[config.mk]
export PLATFORM = sky130hd
export DESIGN_NAME = sms_ram
export DESIGN_NICKNAME = d
export VERILOG_FILES = /design/src/rtl/sms_ram.sv
export SDC_FILE = /design/constraint.sdc
export NUM_CORES = 2
export LEC_CHECK = 0
export BUFFER_PORTS_ARGS = -buffer_cell sky130_fd_sc_hd__buf_2
export CORE_AREA = 2 2 526 528
export DETAILED_ROUTE_END_ITERATION = 16
export DIE_AREA = 0 0 528 530
export MAX_ROUTING_LAYER = met4
export PLACE_DENSITY = 0.5
export SETUP_SLACK_MARGIN = 0.1
export SLEW_MARGIN = 0
export SYNTH_ARGS = -nofsm -noshare
export SYNTH_HDL_FRONTEND = slang
export SYNTH_SLANG_ARGS = --single-unit
[constraint.sdc]
create_clock -name clk -period 4.15 [get_ports clk]
set_input_delay 0.415 -clock clk [delete_from_list [all_inputs] [get_ports clk]]
set_output_delay 0.415 -clock clk [all_outputs]
set_load 0.01 [all_outputs]
[src/rtl/sms_ram.sv]
// Generic synchronous RAM: one write port, two registered read ports.
`default_nettype none

module sms_ram #(
    parameter int DEPTH = 64,
    parameter int WIDTH = 32,
    parameter int AW    = (DEPTH > 1) ? $clog2(DEPTH) : 1
) (
    input  wire logic             clk,
    input  wire logic             we,
    input  wire logic [AW-1:0]    waddr,
    input  wire logic [WIDTH-1:0] wdata,
    input  wire logic [AW-1:0]    raddr0,
    input  wire logic [AW-1:0]    raddr1,
    output logic      [WIDTH-1:0] rdata0,
    output logic      [WIDTH-1:0] rdata1
);

    logic [WIDTH-1:0] mem [DEPTH];

    always_ff @(posedge clk)
    begin
        if (we)
        begin
            mem[waddr] <= wdata;
        end
        rdata0 <= mem[raddr0];
        rdata1 <= mem[raddr1];
    end

endmodule

`default_nettype wire

==> run summary <==
Outcome -> finished, final reports clean
Busiest layer in global routing -> met2
WP data required -> 4.86 ns
Sequential cell area -> 0.0628 mm2
Via count -> 52127
Initial antenna violation count -> 30
Iter 0 DRT Violations -> 6052
Peak VDD IR -> 0.000308 V
Yosys warnings -> 0
Die ar. -> 0.280 mm2
Post-synthesis cell area -> 0.0957 mm2
Endpoints failing setup -> 0
GRT overflow -> 0
Critical setup path kind -> in2reg
Type of origin of the critical path -> input pin
RSZ-0062 raised after global routing -> false
Starting Density -> 34.8%
Hpwl dp -> 196000 um
F_max -> 360 MHz
Period Utilization, post-route -> 67.0%
Post-Route Skew -> 0.0354 ns
Final min period -> 2.78 ns
Seq/Total Area, Yosys -> 65.6%
Gr usage total -> 24.2%
Post-placement worst setup slack -> 0.524 ns
Cell row count -> 193
Top Ports -> 116
Vias in the first global route -> 52947
Nets -> 4774
Clk sinks -> 2112
# port buffers -> 115
Pwr Density -> 442 mW/mm2
Total Routed Length -> 331000 um
Area Growth Syn to Fin -> 15.8%
Post-route setup slack -> 1.37 ns
Relative slew slack -> 12.1%
Seq pwr share -> 48.6%
Largest net degree at the start of global routing -> 72
Cell type with the largest total area after synthesis -> edfxtp_1
CP Data Arrival Time -> 3.49 ns
H-tree level count -> 4
Internal power -> 37.8 mW
Routing usage on met3 -> 4.16%
Die H -> 530 um
Max clock buf depth -> 4
CP max FO -> 43
Hold WC Path Type -> in2reg
Commonest cells post-synth -> edfxtp_1, mux4_2, mux2i_1
Combinational group share of total power -> 8.3%
Net Sw Frac -> 22.8%
Syn Nets -> 4464
Fraction of layout cells with a size suffix above 1 -> 40.8%
TritonCTS clock tree -> built
# fillers -> 24046
Net switching power -> 11.2 mW
DR pass1 iterations -> 8
Mean Syn Cell Area -> 21.7 um2
Asr flop ratio synth -> 0%
Final Util -> 40.3%
Synth Flop Type -> edfxtp_1
Crit end category -> flop
Core Region -> 0.275 mm2
Cells after Synth -> 4412
TNS Setup -> 0 ns
Yosys top cell area share -> 64.3%
First-pass GRT wire length -> 452000 um
Top post-synthesis cells by area -> edfxtp_1, mux4_2, mux2i_1
Met2 usage in global routing -> 38.3%
Final hold violation count -> 0
CTS clk-pin slew, worst paths -> 0.06 ns
CTS root buffer -> clkbuf_16
DRT antenna net count -> 0
DR DRC count -> 0
Routed vias/inst -> 6.11
Worst slew pin tran -> 1.32 ns
Post-synth EDFFs -> 2048
Final Wtd Congestion -> 0.812
Post CTS Setup Buffer Count -> 0
Number of synthesized register bits -> 2112
Routing usage on met1 -> 32.2%
Most numerous cell in the Yosys netlist -> edfxtp_1
Die width -> 528 um
Distinct cells, synth -> 38
Worst-Skew Late Latency -> 0.90 ns
Leak -> 34.7 nW
Max cap viols -> 0
Final count of pins violating max slew -> 0
Area of the multi-input gates -> 0.0317 mm2
Routed length per instance -> 38.8 um
Clk pwr share -> 43.0%
Total CTS buffers -> 230
final timing paths:
path	from	end	slack (ns)	depth (start not counted)
setup / recovery	raddr1[0]	rdata1[12]$_DFF_P_	1.37	7
hold / removal	raddr0[5]	rdata0[5]$_DFF_P_	0.06	3
hold reg to reg	mem[26][5]$_DFFE_PP_	rdata0[5]$_DFF_P_	0.90	5
setup reg to reg	mem[5][27]$_DFFE_PP_	rdata0[27]$_DFF_P_	1.67	6
layout by cell type, fill, tap and decap left out, types with 37 or more instances in the layout:
cell       netlist  layout
a21oi_1         58      58
a22oi_1         85      85
buf_12           0      92
buf_2          121     105
buf_4           55     212
clkbuf_16        0     233
clkinv_1         0      37
clkinv_2         0      38
dfxtp_1         64      64
edfxtp_1      2048    2048
mux2i_1        204     204
mux4_2        1124    1124
nand2_1         93      91
nor2_4           0      63
o22ai_1         56      56
worst max-delay path, cell delays in order:
cell and delay (ns):
buf_8 0.38, buf_4 0.35, buf_12 0.35, mux4_2 0.56, mux4_2 0.51, o22ai_1 0.64
a21oi_1 0.13
timing repair:
item                                   4_1_cts  5_1_grt
setup endpoints to repair                    0        0
endpoints found under the hold margin      113        0
hold buffers                                 6        0
gates resized for setup                      0        0
flip-flops by register name, summed over array words and instances (netlist names):
| signal | flops |
|---|---|
| mem | 2048 |
| rdata0 | 32 |
| rdata1 | 32 |
routing by layer:
layer | routed length, um | vias to the layer above
met5 | 0 | -
met4 | 9450 | 0
met3 | 24500 | 489
met2 | 160000 | 2351
met1 | 136000 | 29118
li1 | - | 20169
power by group through the flow:
stage          Sequential, mW  Clock (mW)  Combinational [mW]
2_1_floorplan            24.2           0                2.26
3_3_place_gp             24.3           0                4.07
3_5_place_dp             24.3           0                4.09
4_1_cts                  23.8        21.4                4.10
5_1_grt                  23.8        22.2                4.28
6_report                 23.8        21.1                4.08
area by class of cell:
type	instances	share of cell area, %
Antenna cell	13	0.0294
Clock buffer	299	5.76
Clock inverter	117	1.16
Inverter	1	0.00339
Multi-Input combinational cell	1952	28.6
Sequential cell	2112	56.7
Tap cell	3607	4.07
Timing Repair Buffer	425	3.75
kinds of logic after synthesis:
group / count (synthesis) / synth area share (%)
AOI/OAI and AO/OA: 340 / 2.39
buffers and inverters: 348 / 1.83
DFF: 2112 / 65.6
muxes: 1364 / 29.0
and+or+nand+nor: 248 / 1.13
through the flow:
step | instance area (um2) | total power [mW] | hold slack [ns] | instances
detailed placement | 103000 | 28.3 | 0.775 | 8091
CTS | 111000 | 49.3 | 0.00218 | 8513
finish | 111000 | 48.9 | 0.0631 | 8526
floorplan | 95700 | 26.4 | 0.514 | 4412
global route | 111000 | 50.3 | 0.0555 | 8522
global placement | 103000 | 28.3 | 0.758 | 8090
(Power assumes the default switching activity.)
