===== src/rtl/sms_pkg.sv =====
// Shared constants, types and state encodings of the stable merge sorter.
`default_nettype none

package sms_pkg;

    localparam int MAX_ITEMS = 64;
    localparam int DATA_W    = 32;
    localparam int IDX_W     = (MAX_ITEMS > 1) ? $clog2(MAX_ITEMS) : 1;
    localparam int CNT_W     = $clog2(MAX_ITEMS + 1);
    localparam int SUM_W     = CNT_W + 1;

    typedef enum logic [1:0] {
        S_LOAD,
        S_SORT,
        S_EMIT
    } sms_state_t;

    typedef enum logic [1:0] {
        M_IDLE,
        M_SEG,
        M_MERGE
    } sms_mstate_t;

    // Memory requests issued by the merge sequencer.
    typedef struct packed {
        logic              we;
        logic [IDX_W-1:0]  waddr;
        logic [DATA_W-1:0] wdata;
        logic [IDX_W-1:0]  raddr0;
        logic [IDX_W-1:0]  raddr1;
    } sms_mem_req_t;

    // Sequencer status; bank is the source bank (the result bank once idle).
    typedef struct packed {
        logic busy;
        logic done;
        logic bank;
    } sms_sort_stat_t;

endpackage

`default_nettype wire


===== src/rtl/sms_merger.sv =====
// Bottom-up merge sequencer: ping-pongs passes of run merges between two banks.
`default_nettype none

module sms_merger (
    input  wire logic                        clk,
    input  wire logic                        rst_n,
    input  wire logic                        start,
    input  wire logic [sms_pkg::CNT_W-1:0]   n,
    input  wire logic [sms_pkg::DATA_W-1:0]  rd0,
    input  wire logic [sms_pkg::DATA_W-1:0]  rd1,
    output sms_pkg::sms_mem_req_t            req,
    output sms_pkg::sms_sort_stat_t          stat
);

    sms_pkg::sms_mstate_t state_reg, state_next;
    logic [sms_pkg::CNT_W-1:0] width_reg, width_next;
    logic [sms_pkg::CNT_W-1:0] lo_reg, lo_next;
    logic [sms_pkg::CNT_W-1:0] mid_reg, mid_next;
    logic [sms_pkg::CNT_W-1:0] hi_reg, hi_next;
    logic [sms_pkg::CNT_W-1:0] a_reg, a_next;
    logic [sms_pkg::CNT_W-1:0] b_reg, b_next;
    logic [sms_pkg::CNT_W-1:0] k_reg, k_next;
    logic                      src_reg, src_next;

    logic [sms_pkg::SUM_W-1:0] n_s, lo_w, lo_2w, w2;
    logic                      take_b;
    logic                      done;

    always_ff @(posedge clk or negedge rst_n)
    begin
        if (!rst_n)
        begin
            state_reg <= sms_pkg::M_IDLE;
            src_reg   <= 1'b0;
        end
        else
        begin
            state_reg <= state_next;
            src_reg   <= src_next;
        end
    end

    always_ff @(posedge clk)
    begin
        width_reg <= width_next;
        lo_reg    <= lo_next;
        mid_reg   <= mid_next;
        hi_reg    <= hi_next;
        a_reg     <= a_next;
        b_reg     <= b_next;
        k_reg     <= k_next;
    end

    always_comb
    begin
        n_s   = {1'b0, n};
        lo_w  = {1'b0, lo_reg} + {1'b0, width_reg};
        lo_2w = lo_w + {1'b0, width_reg};
        w2    = {width_reg, 1'b0};
        // ties go to the left run
        take_b = (a_reg >= mid_reg) ||
                 ((b_reg < hi_reg) && ($signed(rd0) > $signed(rd1)));

        state_next = state_reg;
        width_next = width_reg;
        lo_next    = lo_reg;
        mid_next   = mid_reg;
        hi_next    = hi_reg;
        a_next     = a_reg;
        b_next     = b_reg;
        k_next     = k_reg;
        src_next   = src_reg;
        done       = 1'b0;
        req.we     = 1'b0;
        req.waddr  = k_reg[sms_pkg::IDX_W-1:0];
        req.wdata  = take_b ? rd1 : rd0;

        case (state_reg)
            sms_pkg::M_IDLE:
            begin
                if (start)
                begin
                    width_next = sms_pkg::CNT_W'(1);
                    lo_next    = '0;
                    src_next   = 1'b0;
                    if (n > sms_pkg::CNT_W'(1))
                    begin
                        state_next = sms_pkg::M_SEG;
                    end
                    else
                    begin
                        done = 1'b1;
                    end
                end
            end
            sms_pkg::M_SEG:
            begin
                mid_next   = (lo_w > n_s) ? n : lo_w[sms_pkg::CNT_W-1:0];
                hi_next    = (lo_2w > n_s) ? n : lo_2w[sms_pkg::CNT_W-1:0];
                a_next     = lo_reg;
                b_next     = mid_next;
                k_next     = lo_reg;
                state_next = sms_pkg::M_MERGE;
            end
            sms_pkg::M_MERGE:
            begin
                req.we = 1'b1;
                k_next = k_reg + sms_pkg::CNT_W'(1);
                if (take_b)
                begin
                    b_next = b_reg + sms_pkg::CNT_W'(1);
                end
                else
                begin
                    a_next = a_reg + sms_pkg::CNT_W'(1);
                end
                if (k_next == hi_reg)
                begin
                    if (lo_2w >= n_s)
                    begin
                        // pass complete: swap banks, double the run width
                        src_next   = ~src_reg;
                        width_next = w2[sms_pkg::CNT_W-1:0];
                        lo_next    = '0;
                        if (w2 >= n_s)
                        begin
                            state_next = sms_pkg::M_IDLE;
                            done       = 1'b1;
                        end
                        else
                        begin
                            state_next = sms_pkg::M_SEG;
                        end
                    end
                    else
                    begin
                        lo_next    = lo_2w[sms_pkg::CNT_W-1:0];
                        state_next = sms_pkg::M_SEG;
                    end
                end
            end
            default:
            begin
                state_next = sms_pkg::M_IDLE;
            end
        endcase

        // run heads are fetched in the cycle before the compare uses them
        req.raddr0 = a_next[sms_pkg::IDX_W-1:0];
        req.raddr1 = b_next[sms_pkg::IDX_W-1:0];

        stat.busy = (state_reg != sms_pkg::M_IDLE);
        stat.done = done;
        stat.bank = src_reg;
    end

    // output index stays inside the segment being merged
    a_k_in_seg: assert property (@(posedge clk) disable iff (!rst_n)
        (state_reg == sms_pkg::M_MERGE) |-> (k_reg >= lo_reg) && (k_reg < hi_reg))
        else $error("merge write index left its segment");

    a_heads_sum: assert property (@(posedge clk) disable iff (!rst_n)
        (state_reg == sms_pkg::M_MERGE) |->
            ({1'b0, a_reg} - {1'b0, lo_reg}) + ({1'b0, b_reg} - {1'b0, mid_reg})
            == ({1'b0, k_reg} - {1'b0, lo_reg}))
        else $error("run heads out of step with the write index");

    a_b_bound: assert property (@(posedge clk) disable iff (!rst_n)
        (state_reg == sms_pkg::M_MERGE) |-> (a_reg <= mid_reg) && (b_reg <= hi_reg))
        else $error("run head past its run");

endmodule

`default_nettype wire

===== config.mk =====
export PLATFORM = sky130hd
export DESIGN_NAME = sms_merger
export DESIGN_NICKNAME = d
export VERILOG_FILES = /design/src/rtl/sms_pkg.sv /design/src/rtl/sms_merger.sv
export SDC_FILE = /design/constraint.sdc
export NUM_CORES = 1
export LEC_CHECK = 0
export ABC_AREA = 1
export BUFFER_PORTS_ARGS = -buffer_cell sky130_fd_sc_hd__buf_4
export CAP_MARGIN = 20
export CORE_MARGIN = 2
export CORE_UTILIZATION = 30
export CTS_CLUSTER_SIZE = 20
export DETAILED_ROUTE_END_ITERATION = 16
export SYNTH_ARGS = -nofsm -noshare
export SYNTH_HDL_FRONTEND = slang
export SYNTH_SLANG_ARGS = --single-unit

===== constraint.sdc =====
create_clock -name clk -period 7.4 [get_ports clk]
set_input_delay 1.48 -clock clk [delete_from_list [all_inputs] [get_ports clk]]
set_output_delay 1.48 -clock clk [all_outputs]
set_load 0.02 [all_outputs]

==> results.toml, run 1 <==
[sta]
min_period_ns = 5.96
finalHoldViolCount = 0
finalSetupViolCount = 0
maxSlewViolCount = 0
period_share = 0.805
fin_skew_ns = 0.00965
fin_setup_tns_ns = 0
fmax_mhz = 168
tightest_slew_ns = 0.501
slew_headroom = 0.666
rsz0062_at_grt = "no"

[worst_setup_path]
end_kind = "output pin"
cp_num_buf_inv = 2
cp_slowest_cell = "edfxtp_1"
crit_chain = "ha_1, a21oi_1, nand2_1, xor2_1, ha_1, a21oi_1, o21ai_0, a21oi_1, o21bai_1, xnor2_1, inv_1, ha_1, and3_1, a211o_1, nor2_1, a21oi_1, nand4_1, o21ai_0, buf_4"
slowest_delay_ns = 0.52
critical_path.top_delay_family = "compound AO/OA/AOI/OAI gates"
arrival_ns = 4.48
start_kind = "flip-flop"
critPathRequiredTime_ns = 5.92
critPathKind = "reg2out"
cp_common_cell = "a21oi_1"
path_max_fanout = 4

[floorplan]
ios = 128
dieWidth_um = 142
start_util = 0.305
row_count = 50
core-area_um2 = 18600
die-area_um2 = 20100
die_y_um = 142

[clocking]
postCtsSetupRepairBufs = 0
clk_path_buf_depth = 2
htree_num_levels = 2
root_buffer = "clkbuf_16"
clkSinkCount = 52
cts_tree = "done"
cts_resized = 0
cts.clk_slew.worst_paths_ns = 0.07
postCtsHoldBufs = 0
numCtsBuffers = 5
clkLatencyLatePin_ns = 0.29

[logic_synthesis]
yosysTopAreaCellShare = 0.195
synth_cells = 750
synth_top_area_cell = "edfxtp_1"
synth_seq_cells = 52
synth.top_cells.by_count = "nand2_1, inv_1, ha_1, a21oi_1, edfxtp_1"
yosysMostFrequentCell = "nand2_1"
netlist_area_um2 = 5690
synth-edff-count = 37
yosysSeqAreaShare = 0.251
yosys_warnings = 0
synth_cell_types = 45
synth_area_leaders = "edfxtp_1, ha_1, nand2_1"
syn_nets = 912
ys_async_sr_fraction = 0.0577
syn_avg_cell_area_um2 = 7.59
synthFlopType = "edfxtp_1"

[drt]
wl_met3_um = 989
dr.pass1.iters = 4
drc = 0
wl_met1_um = 6880
wl_um = 14900
highest_layer = "met4"
post_drt_via_cell_ratio = 4.55
wl_per_cell_um = 13.7
drt_iter0_drc = 252
vias = 4941
ant_nets = 0
wl_met2_um = 6930

[final_layout]
fill_cells = 1935
diodes = 0
area_growth_pct = 20.6
fin_nets = 1014
drive_gt1_frac = 0.249

[hold_path]
min_path_type = "reg2reg"

[grt]
grt_max_degree = 75
grt_pass1_vias = 4532
track_usage = 0.146
antenna_found_initial = 0
grt_pass1_wl_um = 23400
grt_overflow = 0

[outcome]
status = "complete, no violations"

[job]
drv_cap = 0

[placed_design]
hpwl_um = 12500
io_buffers = 127
place_congestion = 0.856
[worst paths after layout]
path                       depth (start not counted)      start            to  slack [ns]
min reg2reg                                        2   b_reg[4]      b_reg[4]        0.51
min in group asynchronous                          1      rst_n       src_reg        0.97
max                                               19  lo_reg[2]       stat[1]        1.44
max reg2reg                                       18  lo_reg[2]  width_reg[5]        2.82
min                                                2   b_reg[4]      b_reg[4]        0.51
max in group asynchronous                          1      rst_n  state_reg[0]        6.32
[worst register-to-register path, stage by stage, from the launching register on]
cell	delay, ns
edfxtp_1	0.52
ha_1	0.39
a21oi_1	0.15
nand2_1	0.10
xor2_1	0.36
ha_1	0.36
a21oi_1	0.16
o21ai_0	0.16
a21oi_1	0.17
o21bai_1	0.09
xnor2_1	0.26
inv_1	0.08
ha_1	0.29
and3_1	0.16
a211o_1	0.30
nor2_1	0.16
nand3_2	0.20
nand3_1	0.19
inv_1	0.18
[through the flow]
stage / instance area, um2 / std cells / hold WS, ns / setup WS (ns) / utilization
2_1_floorplan: 5690 / 750 / 0.456 / 2.26 / -
3_3_place_gp: 6650 / 1078 / 0.491 / 1.62 / 0.357
3_5_place_dp: 6650 / 1078 / 0.500 / 1.57 / 0.357
4_1_cts: 6840 / 1086 / 0.516 / 1.46 / 0.367
5_1_grt: 6860 / 1087 / 0.559 / 1.17 / 0.368
6_report: 6860 / 1087 / 0.512 / 1.44 / 0.368
[area by class of cell]
class | count | area (um2) | area share
Timing Repair Buffer | 131 | 1000 | 0.146
Clock inverter | 2 | 60.1 | 0.00875
Tap cell | 234 | 293 | 0.0427
Sequential cell | 52 | 1430 | 0.208
Multi-Input combinational cell | 536 | 3480 | 0.507
Inverter | 126 | 473 | 0.0689
Clock buffer | 6 | 129 | 0.0188
[layer usage]
layer | global-route usage | vias up
met5 | 0 | -
met4 | 0.0242 | 0
met2 | 0.253 | 141
met1 | 0.193 | 2164
li1 | - | 2630
met3 | 0.0253 | 6
[kinds of logic (layout without fill, tap and decap cells)]
logic type | after synthesis | in the layout | share of synthesized area
and+or+nand+nor | 292 | 292 | 0.231
DFF | 52 | 52 | 0.251
adders and majority gates | 88 | 88 | 0.196
AOI/OAI and AO/OA | 127 | 127 | 0.138
buffers and inverters | 162 | 265 | 0.138
xor gates and xnor gates | 29 | 29 | 0.0459
[cells in the final DEF (no fill, tap or decap), drive strengths merged, types with 2 or more instances in the layout]
| cell type | synthesis | final |
|---|---|---|
| a21o | 2 | 2 |
| dfxtp | 12 | 12 |
| nand2 | 165 | 165 |
| nor2 | 64 | 64 |
| xor2 | 22 | 22 |
| fa | 2 | 2 |
| clkbuf | 3 | 6 |
| nand3 | 36 | 36 |
| bufinv | 0 | 2 |
| o21bai | 2 | 2 |
| nand4 | 15 | 15 |
| buf | 33 | 131 |
| o21ai | 37 | 37 |
| or2 | 2 | 2 |
| edfxtp | 37 | 37 |
| ha | 86 | 86 |
| nor3 | 5 | 5 |
| inv | 125 | 125 |
| dfrtp | 3 | 3 |
| a21oi | 79 | 79 |
| xnor2 | 7 | 7 |
| o21a | 4 | 4 |
| and2 | 2 | 2 |
Power of run 1 is left out: the tool's default activity adds up to more than one toggle a clock period on the data nets, which glitch-free logic cannot reach.
==> inputs of run 2 (changes only) <==
==> constraint.sdc (replaced) <==
create_clock -name clk -period 5.9 [get_ports clk]
set_input_delay 1.18 -clock clk [delete_from_list [all_inputs] [get_ports clk]]
set_output_delay 1.18 -clock clk [all_outputs]
set_load 0.02 [all_outputs]
==> run 2 against run 1 <==
Count of clock-buffer cells in the layout down 1. Die area unchanged. Sequential share of layout area up 0.14 points. Sequential cell count unchanged. First-iteration DRC count down 12%. Cell count unchanged. Worst hold slack worse by 0.0042 ns. Global-route usage up 0.54 points. Critical path type unchanged. Highest routed layer unchanged.
==> results.toml, run 2 (synthesized netlist as in run 1, its figures left out) <==
[outcome]
status = "complete, no violations"

[clocking]
cts_resized = 0
htree_num_levels = 2
clkLatencyLatePin_ns = 0.31
cts_tree = "done"
clk_path_buf_depth = 2
root_buffer = "clkbuf_16"
clkSinkCount = 52
cts.clk_slew.worst_paths_ns = 0.08
postCtsHoldBufs = 0
numCtsBuffers = 5
postCtsSetupRepairBufs = 0

[floorplan]
ios = 128
die-area_um2 = 20100
start_util = 0.305
row_count = 50
dieWidth_um = 142
die_y_um = 142
core-area_um2 = 18600

[drt]
wl_per_cell_um = 14.1
drt_iter0_drc = 223
ant_nets = 0
dr.pass1.iters = 4
post_drt_via_cell_ratio = 4.59
drc = 0
wl_um = 15300
vias = 4985

[worst_setup_path]
arrival_ns = 4.33
critPathKind = "reg2out"
start_kind = "flip-flop"
end_kind = "output pin"
cp_slowest_cell = "edfxtp_1"
cp_common_cell = "ha_1"
slowest_delay_ns = 0.47
crit_chain = "ha_1, fa_1, nand3_1, nand2_1, xnor2_1, inv_1, ha_1, a21o_1, a21oi_1, xor2_1, ha_1, and3_1, a211o_1, nor2_1, a21oi_1, nand4_1, o21ai_0, buf_4"
r2r_setup_slack_ns = 1.48
path_max_fanout = 5
critPathRequiredTime_ns = 4.72

[sta]
fin_skew_ns = 0.00958
finalHoldViolCount = 0
tightest_slew_ns = 0.734
maxSlewViolCount = 0
period_share = 0.934
fmax_mhz = 181
finalSetupViolCount = 0
fin_setup_tns_ns = 0
slew_headroom = 0.511
min_period_ns = 5.51
rsz0062_at_grt = "no"

[placed_design]
io_buffers = 127
hpwl_um = 12600
place_congestion = 0.897

[grt]
track_usage = 0.151
grt_pass1_wl_um = 23900
grt_pass1_vias = 4670
grt_overflow = 0
grt_max_degree = 52
antenna_found_initial = 0

[final_layout]
drive_gt1_frac = 0.250
fin_nets = 1014
mostFrequentLayoutCells = "nand2_1, buf_4, inv_1, ha_1, a21oi_1"
area_growth_pct = 19.8
layout_commonest_cell = "nand2_1"
fill_cells = 2002
diodes = 0

[hold_path]
min_path_type = "reg2reg"

[job]
drv_cap = 0
## run 2: critical path: cells and delay by family (launching register included)
kind | cells | cell delay (ns)
XOR/XNOR | 2 | 0.42
AO/OA/AOI/OAI | 5 | 0.94
adder cells (fa/ha/maj) | 4 | 1.29
buffers and inverters | 2 | 0.24
flip-flops | 1 | 0.47
AND/OR/NAND/NOR | 5 | 0.65
## run 2: area by class of cell
class                      instances  area, um2  share of cell area
multi-input combinational        536       3480               0.510
sequential                        52       1430               0.209
timing repair buffer             131        996               0.146
inverter                         126        473              0.0694
tap                              234        293              0.0429
clock buffer                       5        125              0.0184
clock inverter                     3       25.0             0.00367
## run 2: per-layer routing
metal  global-route usage  vias up  routed length, um
met5                    0        -                  0
met4               0.0400        0                179
met3               0.0273       12               1100
met2                0.261      158               7070
met1                0.194     2184               6970
li1                     -     2631                  -
## run 2: through the flow
stage | hold WS, ns | area [um2] | utilization | cells | setup slack [ns]
after floorplan | 0.456 | 5690 | - | 750 | 1.06
after global placement | 0.493 | 6670 | 0.358 | 1079 | 0.842
after detailed placement | 0.493 | 6670 | 0.358 | 1079 | 0.740
after CTS | 0.510 | 6820 | 0.366 | 1087 | 0.404
after global routing | 0.541 | 6820 | 0.366 | 1087 | 0.0104
final | 0.507 | 6820 | 0.366 | 1087 | 0.390
## run 2: path summary, 6_finish.rpt
kind                                      to  depth (start not counted)          from
worst max-delay path                 stat[1]                         18  width_reg[0]
worst min-delay path                b_reg[4]                          2      b_reg[4]
worst max register to register  width_reg[6]                         17  width_reg[0]
worst min register to register      b_reg[4]                          2      b_reg[4]
max in group asynchronous            src_reg                          1         rst_n
min in group asynchronous       state_reg[0]                          1         rst_n
Power of run 2 is left out for the same reason.
